File: config.mk
export PLATFORM = sky130hd
export DESIGN_NAME = array_list_engine_flat
export DESIGN_NICKNAME = d
export VERILOG_FILES = /design/src/rtl/core/ale_pkg.sv /design/src/rtl/core/ale_chan_if.sv /design/src/rtl/core/array_list_engine.sv /design/src/rtl/core/ale_ram.sv /design/src/rtl/core/ale_seq.sv /design/src/flat_wrapper.sv
export VERILOG_INCLUDE_DIRS = /design/src /design/src/rtl/core
export SDC_FILE = /design/constraint.sdc
export NUM_CORES = 2
export LEC_CHECK = 0
export BUFFER_PORTS_ARGS = -buffer_cell sky130_fd_sc_hd__buf_2
export CAP_MARGIN = 20
export CORE_ASPECT_RATIO = 0.6
export CORE_MARGIN = 2
export CORE_UTILIZATION = 63
export DETAILED_ROUTE_END_ITERATION = 6
export PLACE_DENSITY = 0.85
export SYNTH_ARGS = -nofsm -noshare
export SYNTH_HDL_FRONTEND = slang
export SYNTH_HIERARCHICAL = 1
export SYNTH_SLANG_ARGS = --single-unit
File: constraint.sdc
create_clock -name clk -period 6.3 [get_ports clk]
set_input_delay 0.945 -clock clk [delete_from_list [all_inputs] [get_ports clk]]
set_output_delay 0.945 -clock clk [all_outputs]
set_load 0.005 [all_outputs]
File: src/rtl/core/array_list_engine_macros.svh
// Assertion helpers for the core sequencer.
`ifndef ARRAY_LIST_ENGINE_MACROS_SVH
`define ARRAY_LIST_ENGINE_MACROS_SVH

// Condition must hold at every clock edge outside reset.
`define ALE_ASSERT_ALWAYS(label, clk, rst_n, cond, msg) \
	label: assert property (@(posedge clk) disable iff (!rst_n) (cond)) \
		else $error(msg);

// Trigger in one cycle implies the consequence in the next.
`define ALE_ASSERT_NEXT(label, clk, rst_n, trig, cons, msg) \
	label: assert property (@(posedge clk) disable iff (!rst_n) (trig) |=> (cons)) \
		else $error(msg);

`endif

File: src/rtl/core/ale_pkg.sv
package ale_pkg;

	localparam int CAPACITY = 128;
	localparam int DATA_W   = 32;
	localparam int IDX_W    = $clog2(CAPACITY);
	localparam int CNT_W    = $clog2(CAPACITY + 1);
	localparam int POS_W    = 8;
	localparam int FIDX_W   = 7;
	localparam int CMP_W    = (CNT_W > POS_W) ? CNT_W : POS_W;

	// operation codes
	localparam logic [2:0] K_INSERT  = 3'd0;
	localparam logic [2:0] K_DELETE  = 3'd1;
	localparam logic [2:0] K_REPLACE = 3'd2;
	localparam logic [2:0] K_READ    = 3'd3;
	localparam logic [2:0] K_FIND    = 3'd4;
	localparam logic [2:0] K_CLEAR   = 3'd5;

	// status codes
	localparam logic [1:0] ST_OK    = 2'd0;
	localparam logic [1:0] ST_FULL  = 2'd1;
	localparam logic [1:0] ST_EMPTY = 2'd2;
	localparam logic [1:0] ST_MISS  = 2'd3;

	typedef struct packed {
		logic [2:0]               kind;
		logic [POS_W-1:0]         position;
		logic signed [DATA_W-1:0] value;
	} in_word_t;

	typedef struct packed {
		logic [1:0]               status;
		logic signed [DATA_W-1:0] read_value;
		logic [FIDX_W-1:0]        found_index;
		logic                     found;
		logic [POS_W-1:0]         count;
		logic                     empty_flag;
		logic                     full_flag;
	} out_word_t;

	typedef struct packed {
		logic              we;
		logic [IDX_W-1:0]  waddr;
		logic [DATA_W-1:0] wdata;
		logic              re;
		logic [IDX_W-1:0]  raddr;
	} ram_req_t;

endpackage

File: src/rtl/core/ale_chan_if.sv
interface ale_in_if;
	import ale_pkg::*;
	logic     valid;
	logic     ready;
	in_word_t data;
	modport source (output valid, output data, input ready);
	modport sink (input valid, input data, output ready);
endinterface

interface ale_out_if;
	import ale_pkg::*;
	logic      valid;
	logic      ready;
	out_word_t data;
	modport source (output valid, output data, input ready);
	modport sink (input valid, input data, output ready);
endinterface

File: src/rtl/core/array_list_engine.sv
// Channel | Dir | Word                           | Handshake
// cmd     | in  | kind, position, value          | valid/ready, taken when both high
// rsp     | out | status, read_value, found_index,| valid/ready, taken when both high
//         |     | found, count, empty/full flags |
//
// One word in the sequencer at a time. Replace, clear, append, tail delete and errors
//   finish without a walk; read waits for the registered RAM read; other deletes shift
//   entries p+1..n-1 down, other inserts shift p..n-1 up; find scans from 0 to a match or the end.
// The walks are bound by the single-port-read entry RAM, one entry per cycle.
// Reset clears count and control; entry RAM contents are not cleared.
// A done word waits in the rsp register; cmd stalls while a second one waits behind it.
module array_list_engine (
	input logic        clk,
	input logic        arst_n,
	ale_in_if.sink     cmd,
	ale_out_if.source  rsp
);
	import ale_pkg::*;

	ram_req_t          ram_req;
	logic [DATA_W-1:0] ram_rdata;
	logic              slot_free;
	logic              res_push;
	out_word_t         res_word;
	logic              rsp_vld_q;
	out_word_t         rsp_word_q;

	// entry store: one write and one read port, registered read
	ale_ram #(
		.WIDTH (DATA_W),
		.DEPTH (CAPACITY)
	) u_ram (
		.clk   (clk),
		.we    (ram_req.we),
		.waddr (ram_req.waddr),
		.wdata (ram_req.wdata),
		.re    (ram_req.re),
		.raddr (ram_req.raddr),
		.rdata (ram_rdata)
	);

	// operation sequencer: shift walks, search, count
	ale_seq u_seq (
		.clk       (clk),
		.arst_n    (arst_n),
		.cmd_valid (cmd.valid),
		.cmd_data  (cmd.data),
		.cmd_ready (cmd.ready),
		.slot_free (slot_free),
		.res_push  (res_push),
		.res_word  (res_word),
		.ram_req   (ram_req),
		.ram_rdata (ram_rdata)
	);

	// output register: slot frees when empty or drained this cycle
	assign slot_free = !rsp_vld_q || rsp.ready;

	always_ff @(posedge clk or negedge arst_n) begin
		if (!arst_n) begin
			rsp_vld_q <= 1'b0;
		end else if (res_push) begin
			rsp_vld_q <= 1'b1;
		end else if (rsp.ready) begin
			rsp_vld_q <= 1'b0;
		end
	end

	always_ff @(posedge clk) begin
		if (res_push) begin
			rsp_word_q <= res_word;
		end
	end

	assign rsp.valid = rsp_vld_q;
	assign rsp.data  = rsp_word_q;

endmodule

File: src/rtl/core/ale_ram.sv
module ale_ram #(
	parameter int WIDTH = 32,
	parameter int DEPTH = 128
) (
	input  logic                     clk,
	input  logic                     we,
	input  logic [$clog2(DEPTH)-1:0] waddr,
	input  logic [WIDTH-1:0]         wdata,
	input  logic                     re,
	input  logic [$clog2(DEPTH)-1:0] raddr,
	output logic [WIDTH-1:0]         rdata
);
	logic [WIDTH-1:0] mem [DEPTH];

	always_ff @(posedge clk) begin
		if (we) begin
			mem[waddr] <= wdata;
		end
		if (re) begin
			rdata <= mem[raddr];
		end
	end
endmodule

File: src/rtl/core/ale_seq.sv
`include "array_list_engine_macros.svh"

module ale_seq (
	input  logic                     clk,
	input  logic                     arst_n,
	input  logic                     cmd_valid,
	input  ale_pkg::in_word_t        cmd_data,
	output logic                     cmd_ready,
	input  logic                     slot_free,
	output logic                     res_push,
	output ale_pkg::out_word_t       res_word,
	output ale_pkg::ram_req_t        ram_req,
	input  logic [ale_pkg::DATA_W-1:0] ram_rdata
);
	import ale_pkg::*;

	localparam int ST_W = 4;
	localparam logic [ST_W-1:0] S_IDLE     = 4'd0;
	localparam logic [ST_W-1:0] S_UP       = 4'd1;
	localparam logic [ST_W-1:0] S_UP_DRAIN = 4'd2;
	localparam logic [ST_W-1:0] S_UP_FILL  = 4'd3;
	localparam logic [ST_W-1:0] S_DN       = 4'd4;
	localparam logic [ST_W-1:0] S_DN_DRAIN = 4'd5;
	localparam logic [ST_W-1:0] S_FIND     = 4'd6;
	localparam logic [ST_W-1:0] S_RD       = 4'd7;
	localparam logic [ST_W-1:0] S_RESULT   = 4'd8;

	logic [ST_W-1:0]   state_q;
	logic [CNT_W-1:0]  cnt_q;
	logic [CNT_W-1:0]  ptr_q;
	logic [CNT_W-1:0]  pos_q;
	logic [DATA_W-1:0] val_q;
	logic [IDX_W-1:0]  rd_addr_s1;
	logic              rd_vld_s1;
	logic [1:0]        status_q;
	logic [DATA_W-1:0] rdval_q;
	logic [FIDX_W-1:0] fidx_q;
	logic              found_q;

	logic              accept;
	logic [CMP_W-1:0]  cmd_pos_c;
	logic [CMP_W-1:0]  cnt_c;
	logic              pos_lt;
	logic              ins_ok;
	logic [IDX_W-1:0]  cmd_idx;
	logic              find_issue;
	logic [IDX_W-1:0]  last_idx;

	assign cmd_ready  = (state_q == S_IDLE);
	assign accept     = cmd_valid && cmd_ready;
	assign cmd_pos_c  = CMP_W'(cmd_data.position);
	assign cnt_c      = CMP_W'(cnt_q);
	assign pos_lt     = cmd_pos_c < cnt_c;
	assign ins_ok     = (cnt_q != CNT_W'(CAPACITY)) && (cmd_pos_c <= cnt_c);
	assign cmd_idx    = IDX_W'(cmd_pos_c);
	assign find_issue = ptr_q < cnt_q;
	assign last_idx   = IDX_W'(cnt_q - 1'b1);

	// memory port control
	always_comb begin
		ram_req = '0;
		ram_req.wdata = cmd_data.value;
		unique case (state_q)
			S_IDLE: begin
				if (accept) begin
					unique case (cmd_data.kind)
						K_INSERT: ram_req.we = ins_ok && (cmd_pos_c == cnt_c);
						K_REPLACE: ram_req.we = pos_lt;
						K_READ: ram_req.re = pos_lt;
						default: ;
					endcase
				end
				ram_req.waddr = cmd_idx;
				ram_req.raddr = cmd_idx;
			end
			S_UP: begin
				ram_req.re    = 1'b1;
				ram_req.raddr = ptr_q[IDX_W-1:0];
				ram_req.we    = rd_vld_s1;
				ram_req.waddr = rd_addr_s1 + 1'b1;
				ram_req.wdata = ram_rdata;
			end
			S_UP_DRAIN: begin
				ram_req.we    = 1'b1;
				ram_req.waddr = rd_addr_s1 + 1'b1;
				ram_req.wdata = ram_rdata;
			end
			S_UP_FILL: begin
				ram_req.we    = 1'b1;
				ram_req.waddr = pos_q[IDX_W-1:0];
				ram_req.wdata = val_q;
			end
			S_DN: begin
				ram_req.re    = 1'b1;
				ram_req.raddr = ptr_q[IDX_W-1:0];
				ram_req.we    = rd_vld_s1;
				ram_req.waddr = rd_addr_s1 - 1'b1;
				ram_req.wdata = ram_rdata;
			end
			S_DN_DRAIN: begin
				ram_req.we    = 1'b1;
				ram_req.waddr = rd_addr_s1 - 1'b1;
				ram_req.wdata = ram_rdata;
			end
			S_FIND: begin
				ram_req.re    = find_issue;
				ram_req.raddr = ptr_q[IDX_W-1:0];
			end
			default: ;
		endcase
	end

	always_ff @(posedge clk or negedge arst_n) begin
		if (!arst_n) begin
			state_q    <= S_IDLE;
			cnt_q      <= '0;
			ptr_q      <= '0;
			pos_q      <= '0;
			val_q      <= '0;
			rd_addr_s1 <= '0;
			rd_vld_s1  <= 1'b0;
			status_q   <= ST_OK;
			rdval_q    <= '0;
			fidx_q     <= '0;
			found_q    <= 1'b0;
		end else begin
			rd_vld_s1 <= 1'b0;
			unique case (state_q)
				S_IDLE: begin
					if (accept) begin
						pos_q    <= CNT_W'(cmd_pos_c);
						val_q    <= cmd_data.value;
						status_q <= ST_OK;
						rdval_q  <= '0;
						fidx_q   <= '0;
						found_q  <= 1'b0;
						state_q  <= S_RESULT;
						unique case (cmd_data.kind)
							K_INSERT: begin
								if (!ins_ok) begin
									status_q <= ST_FULL;
								end else if (cmd_pos_c == cnt_c) begin
									cnt_q <= cnt_q + 1'b1;
								end else begin
									ptr_q   <= cnt_q - 1'b1;
									state_q <= S_UP;
								end
							end
							K_DELETE: begin
								if (!pos_lt) begin
									status_q <= ST_EMPTY;
								end else if (cmd_pos_c + 1'b1 == cnt_c) begin
									cnt_q <= cnt_q - 1'b1;
								end else begin
									ptr_q   <= CNT_W'(cmd_pos_c + 1'b1);
									state_q <= S_DN;
								end
							end
							K_REPLACE: begin
								if (!pos_lt) begin
									status_q <= ST_EMPTY;
								end
							end
							K_READ: begin
								if (pos_lt) begin
									state_q <= S_RD;
								end else begin
									status_q <= ST_EMPTY;
								end
							end
							K_FIND: begin
								if (cnt_q == '0) begin
									status_q <= ST_MISS;
								end else begin
									ptr_q   <= '0;
									state_q <= S_FIND;
								end
							end
							K_CLEAR: cnt_q <= '0;
							default: ;
						endcase
					end
				end
				S_UP: begin
					rd_vld_s1  <= 1'b1;
					rd_addr_s1 <= ptr_q[IDX_W-1:0];
					if (ptr_q == pos_q) begin
						state_q <= S_UP_DRAIN;
					end else begin
						ptr_q <= ptr_q - 1'b1;
					end
				end
				S_UP_DRAIN: state_q <= S_UP_FILL;
				S_UP_FILL: begin
					cnt_q   <= cnt_q + 1'b1;
					state_q <= S_RESULT;
				end
				S_DN: begin
					rd_vld_s1  <= 1'b1;
					rd_addr_s1 <= ptr_q[IDX_W-1:0];
					if (ptr_q == cnt_q - 1'b1) begin
						state_q <= S_DN_DRAIN;
					end else begin
						ptr_q <= ptr_q + 1'b1;
					end
				end
				S_DN_DRAIN: begin
					cnt_q   <= cnt_q - 1'b1;
					state_q <= S_RESULT;
				end
				S_FIND: begin
					if (find_issue) begin
						rd_vld_s1  <= 1'b1;
						rd_addr_s1 <= ptr_q[IDX_W-1:0];
						ptr_q      <= ptr_q + 1'b1;
					end
					if (rd_vld_s1 && (ram_rdata == val_q)) begin
						found_q  <= 1'b1;
						fidx_q   <= FIDX_W'(rd_addr_s1);
						state_q  <= S_RESULT;
					end else if (rd_vld_s1 && (rd_addr_s1 == last_idx)) begin
						status_q <= ST_MISS;
						state_q  <= S_RESULT;
					end
				end
				S_RD: begin
					rdval_q <= ram_rdata;
					state_q <= S_RESULT;
				end
				S_RESULT: begin
					if (slot_free) begin
						state_q <= S_IDLE;
					end
				end
				default: state_q <= S_IDLE;
			endcase
		end
	end

	assign res_push = (state_q == S_RESULT) && slot_free;

	always_comb begin
		res_word.status      = status_q;
		res_word.read_value  = rdval_q;
		res_word.found_index = fidx_q;
		res_word.found       = found_q;
		res_word.count       = POS_W'(cnt_q);
		res_word.empty_flag  = (cnt_q == '0);
		res_word.full_flag   = (cnt_q == CNT_W'(CAPACITY));
	end

	`ALE_ASSERT_ALWAYS(a_cnt_bound, clk, arst_n, cnt_q <= CNT_W'(CAPACITY), "count above capacity")
	`ALE_ASSERT_NEXT(a_accept_busy, clk, arst_n, accept, state_q != S_IDLE, "accept left sequencer idle")
	`ALE_ASSERT_ALWAYS(a_rw_clash, clk, arst_n, !(ram_req.we && ram_req.re && (ram_req.waddr == ram_req.raddr)), "read and write hit one entry")
	`ALE_ASSERT_NEXT(a_push_idle, clk, arst_n, res_push, state_q == S_IDLE, "sequencer stuck after result")

endmodule

File: src/flat_wrapper.sv
// flat-port wrapper written by rule: the top's interface ports become plain ports
module array_list_engine_flat import ale_pkg::*;
  (clk, arst_n, cmd_valid, cmd_data, cmd_ready, rsp_valid, rsp_data, rsp_ready);
  ale_in_if cmd_i ();
  ale_out_if rsp_i ();
  input logic clk;
  input logic arst_n;
  input wire logic [$bits(cmd_i.valid)-1:0] cmd_valid;
  input wire logic [$bits(cmd_i.data)-1:0] cmd_data;
  output wire logic [$bits(cmd_i.ready)-1:0] cmd_ready;
  output wire logic [$bits(rsp_i.valid)-1:0] rsp_valid;
  output wire logic [$bits(rsp_i.data)-1:0] rsp_data;
  input wire logic [$bits(rsp_i.ready)-1:0] rsp_ready;
  assign cmd_i.valid = cmd_valid;
  assign cmd_i.data = cmd_data;
  assign cmd_ready = cmd_i.ready;
  assign rsp_valid = rsp_i.valid;
  assign rsp_data = rsp_i.data;
  assign rsp_i.ready = rsp_ready;
  array_list_engine u_core (.clk(clk), .arst_n(arst_n), .cmd(cmd_i), .rsp(rsp_i));
endmodule
==> summary.txt <==
Detailed routing
  – WL final: 538 mm
  – Initial detailed-routing violation count: roughly 20,000
  – Detail Route Antenna Nets: 0
  – DR pass1 iterations: 7
  – Vias per cell: 7.94
  – Routed WL per cell: 48.2 um
  – Vias: 88,500
  – # DRC: 66

Setup path
  – Worst path top cell family by delay: simple AND/OR/NAND/NOR gates
  – Arr. time, crit path: 6.79 ns
  – Crit end category: register
  – Crit Path Max Fanout: 21
  – Slowest cell on the critical path: nor2_1
  – Worst stage delay on the critical path: 0.94 ns
  – Buf+Inv Stages, Crit Path: 2
  – Startpoint type of the worst setup path: register
  – CP Class: register to register
  – Crit path from: u_core/u_seq/state_q[2]
  – Critical path cell sequence: nor2_1, nand2_1, inv_2, a222oi_1, nand2_1, nor2_1, nand2_1, nor2_4, buf_12
  – Critical Path RT: 6.88 ns
  – Cell mode on critical path: nand2_1
  – Startpoint of the worst register-to-register path: u_core/u_seq/state_q[2]

Timing
  – Unrepaired setup endpoints after global routing: no
  – Fmax: 0.161 GHz
  – Final setup violation count: 0
  – Hold Violations, Final: 0
  – Worst-Margin Slew: around 1.3 ns
  – Rel. slew slack: between 10% and 20%
  – Layout Skew: 0.0604 ns
  – Setup tns final: 0 ns
  – Crit path time final: 6.21 ns
  – Slew Limit Fails: 0
  – Final worst-path cycle share: 98.6%

Synth
  – Syn_nets: between 7,000 and 8,000
  – FF+latch count, synth: 4,291
  – Predominant post-synthesis flop cell: edfxtp_1
  – Synth Instances: 6,941
  – Synth area leaders: edfxtp_1, mux4_2, dfrtp_1
  – Post-synth EDFFs: between 4,000 and 5,000
  – Syn Area/Cell: 23.9 sq um
  – Synth unique cells: 76
  – Yosys warns: 6
  – Yosys top cell area share: 75.6%
  – Register area share after synthesis: 77.3%
  – Yosys top cell by area: edfxtp_1
  – Mapped Area: 166,000 sq um
  – Async SR Flop Fraction: 2.59%

Global route
  – Global-route usage over all layers: 40.4%
  – Pin count of the biggest net entering global routing: 129
  – Vias in the first global route: roughly 87,000
  – Grt ovf: 0
  – Antenna violations before repair: 74
  – First-pass GRT wire length: ~730 mm

Clock tree
  – CTS max path bufs: 4
  – Post-CTS Resized: 0
  – CTS tree: built
  – Post-CTS setup buffers: 0
  – CTS root buf: clkbuf_16
  – TritonCTS buffer count: 354
  – Hold_buf cts: 0
  – Clock latency on the worst-skew pair: approximately 0.93 ns
  – Clock slew at reported path FFs: around 0.070 ns
  – H-tree levels: 5
  – Clock sink total: 4,291

Layout
  – Area delta synth->final: 12.5%
  – Post-route core utilization: 71.5%
  – Number of fillers in the final layout: 13,200
  – Most frequent cells in the layout: edfxtp_1, mux4_2, clkbuf_16, buf_4, buf_12
  – Layout cells sized above 1: around a third
  – Commonest non-fill, non-tap cell in the layout: edfxtp_1
  – Nets: 7,457

Floorplanning
  – Die Y-Extent: 402 um
  – Starting Density: around 64%
  – Core area: 261,000 sq um
  – DIE AREA: 268,000 sq um
  – Cell row count: between 100 and 150
  – IO Pins: ~100
  – Chip width: 667 um

Run status
  – Failing checks: design-rule violations
  – Status: complete, but fails checks

Worst hold path
  – Min-Delay Path Class: primary input to asynchronous set/reset pin

Place
  – Port bufs: 100
  – Post-DP HPWL: 285 mm
  – Placer Congestion: 0.932

Power
  – Pwr Density: around 550 nW/um^2
  – Leakage: 57.6 nW
  – Tot Pwr: 102 mW
  – Worst IR Drop VDD: around 0.0005 V

Flow run
  – Max Cap Viol: 0
synthesized netlist by cell type (4+ instances only):
| cell | count |
|---|---|
| mux4_2 | 1344 |
| a22o_1 | 16 |
| buf_1 | 52 |
| and2_1 | 4 |
| nor3_1 | 28 |
| a21o_1 | 4 |
| clkbuf_1 | 222 |
| a22oi_1 | 35 |
| dfrtp_1 | 111 |
| a222oi_1 | 5 |
| ha_1 | 28 |
| inv_1 | 19 |
| o31ai_1 | 5 |
| nand4_1 | 15 |
| or2_2 | 5 |
| nor4_1 | 7 |
| nor2_1 | 166 |
| xor2_1 | 23 |
| o21a_1 | 4 |
| a31oi_1 | 14 |
| nor2b_1 | 12 |
| a21oi_1 | 21 |
| nand2b_1 | 6 |
| edfxtp_1 | 4180 |
| nand2_1 | 187 |
| o21ai_1 | 7 |
| xnor3_1 | 6 |
| mux2_1 | 6 |
| mux2_2 | 76 |
| or3_1 | 4 |
| o211ai_1 | 4 |
| o22ai_1 | 7 |
| xnor2_1 | 57 |
| and3_1 | 5 |
| o21ai_0 | 59 |
| buf_4 | 4 |
| buf_2 | 98 |
| nand3_1 | 36 |
flip-flops by register name, summed over array words and instances (netlist names):
name / count
u_core/u_seq/fidx_q: 7
u_core/rsp.valid: 1
u_core/u_seq/state_q: 4
u_core/u_ram/mem: 4096
u_core/u_seq/ptr_q: 8
u_core/u_seq/cnt_c: 8
u_core/u_ram/rdata: 32
u_core/u_seq/found_q: 1
u_core/rsp.data: 52
u_core/u_seq/rd_vld_s1: 1
u_core/u_seq/val_q: 32
u_core/u_seq/status_q: 2
u_core/u_seq/rdval_q: 32
u_core/u_seq/pos_q: 8
u_core/u_seq/rd_addr_s1: 7
metal layers:
metal	wire length, um	GRT usage [%]	vias to the layer above	part of all wire, %
li1	-	-	30700	-
met1	161000	51.7	45200	30
met2	243000	59.8	10300	45
met3	98600	18.2	2192	18
met4	34400	19.3	78	6.4
met5	999	0.517	-	0.19
where the power goes:
part           switching, mW  internal, mW  total (mW)
sequential             0.951          38.0        39.0
clock                   10.7          11.8        22.4
combinational           27.1          14.0        41.0
path summary, 6_finish.rpt:
check                                        endpoint  slack [ns]  cells past startpoint
max                           u_core/u_ram/mem[1][28]        0.09                      9
min                        u_core/u_seq/rd_addr_s1[3]        0.03                      1
max reg2reg                   u_core/u_ram/mem[1][28]        0.09                      9
min reg2reg                       u_core/rsp.data[50]        0.45                      0
max in group asynchronous       u_core/u_seq/val_q[8]        5.22                      3
min in group clk                u_core/u_seq/val_q[7]        0.27                      2
area by class of cell:
class	count	area, sq um	share of cell area [%]
Antenna cell	41	103	0.0549
Clock buffer	432	9430	5.05
Clock inverter	202	1730	0.925
Inverter	21	78.8	0.0422
Multi-Input combinational cell	2251	37400	20.0
Sequential cell	4291	128000	68.7
Tap cell	3454	4320	2.31
Timing Repair Buffer	462	5500	2.94
cell families (layout without fill, tap and decap cells):
kind of cell	after synthesis	after routing	share of synthesized area, %
DFF	4291	4291	77.3
muxes	1428	1428	18.8
and+or+nand+nor	495	495	1.33
buffers and inverters	399	1117	0.994
AOI/OAI and AO/OA	213	213	0.867
xor gates and xnor gates	86	86	0.503
adders and majority gates	29	29	0.223
other	0	41	0
through the flow:
stage / cells / setup slack (ns) / hold WS (ns) / area, sq um
floorplan: 6941 / 0.526 / 0.418 / 166000
global placement: 10500 / 0.894 / 0.435 / 175000
detailed placement: 10500 / 0.879 / 0.433 / 175000
CTS: 11100 / 0.901 / 0.00677 / 186000
global route: 11100 / 0.566 / 0.0587 / 187000
finish: 11200 / 0.0904 / 0.0327 / 187000
Note: power is estimated with default switching activity, not from simulation.
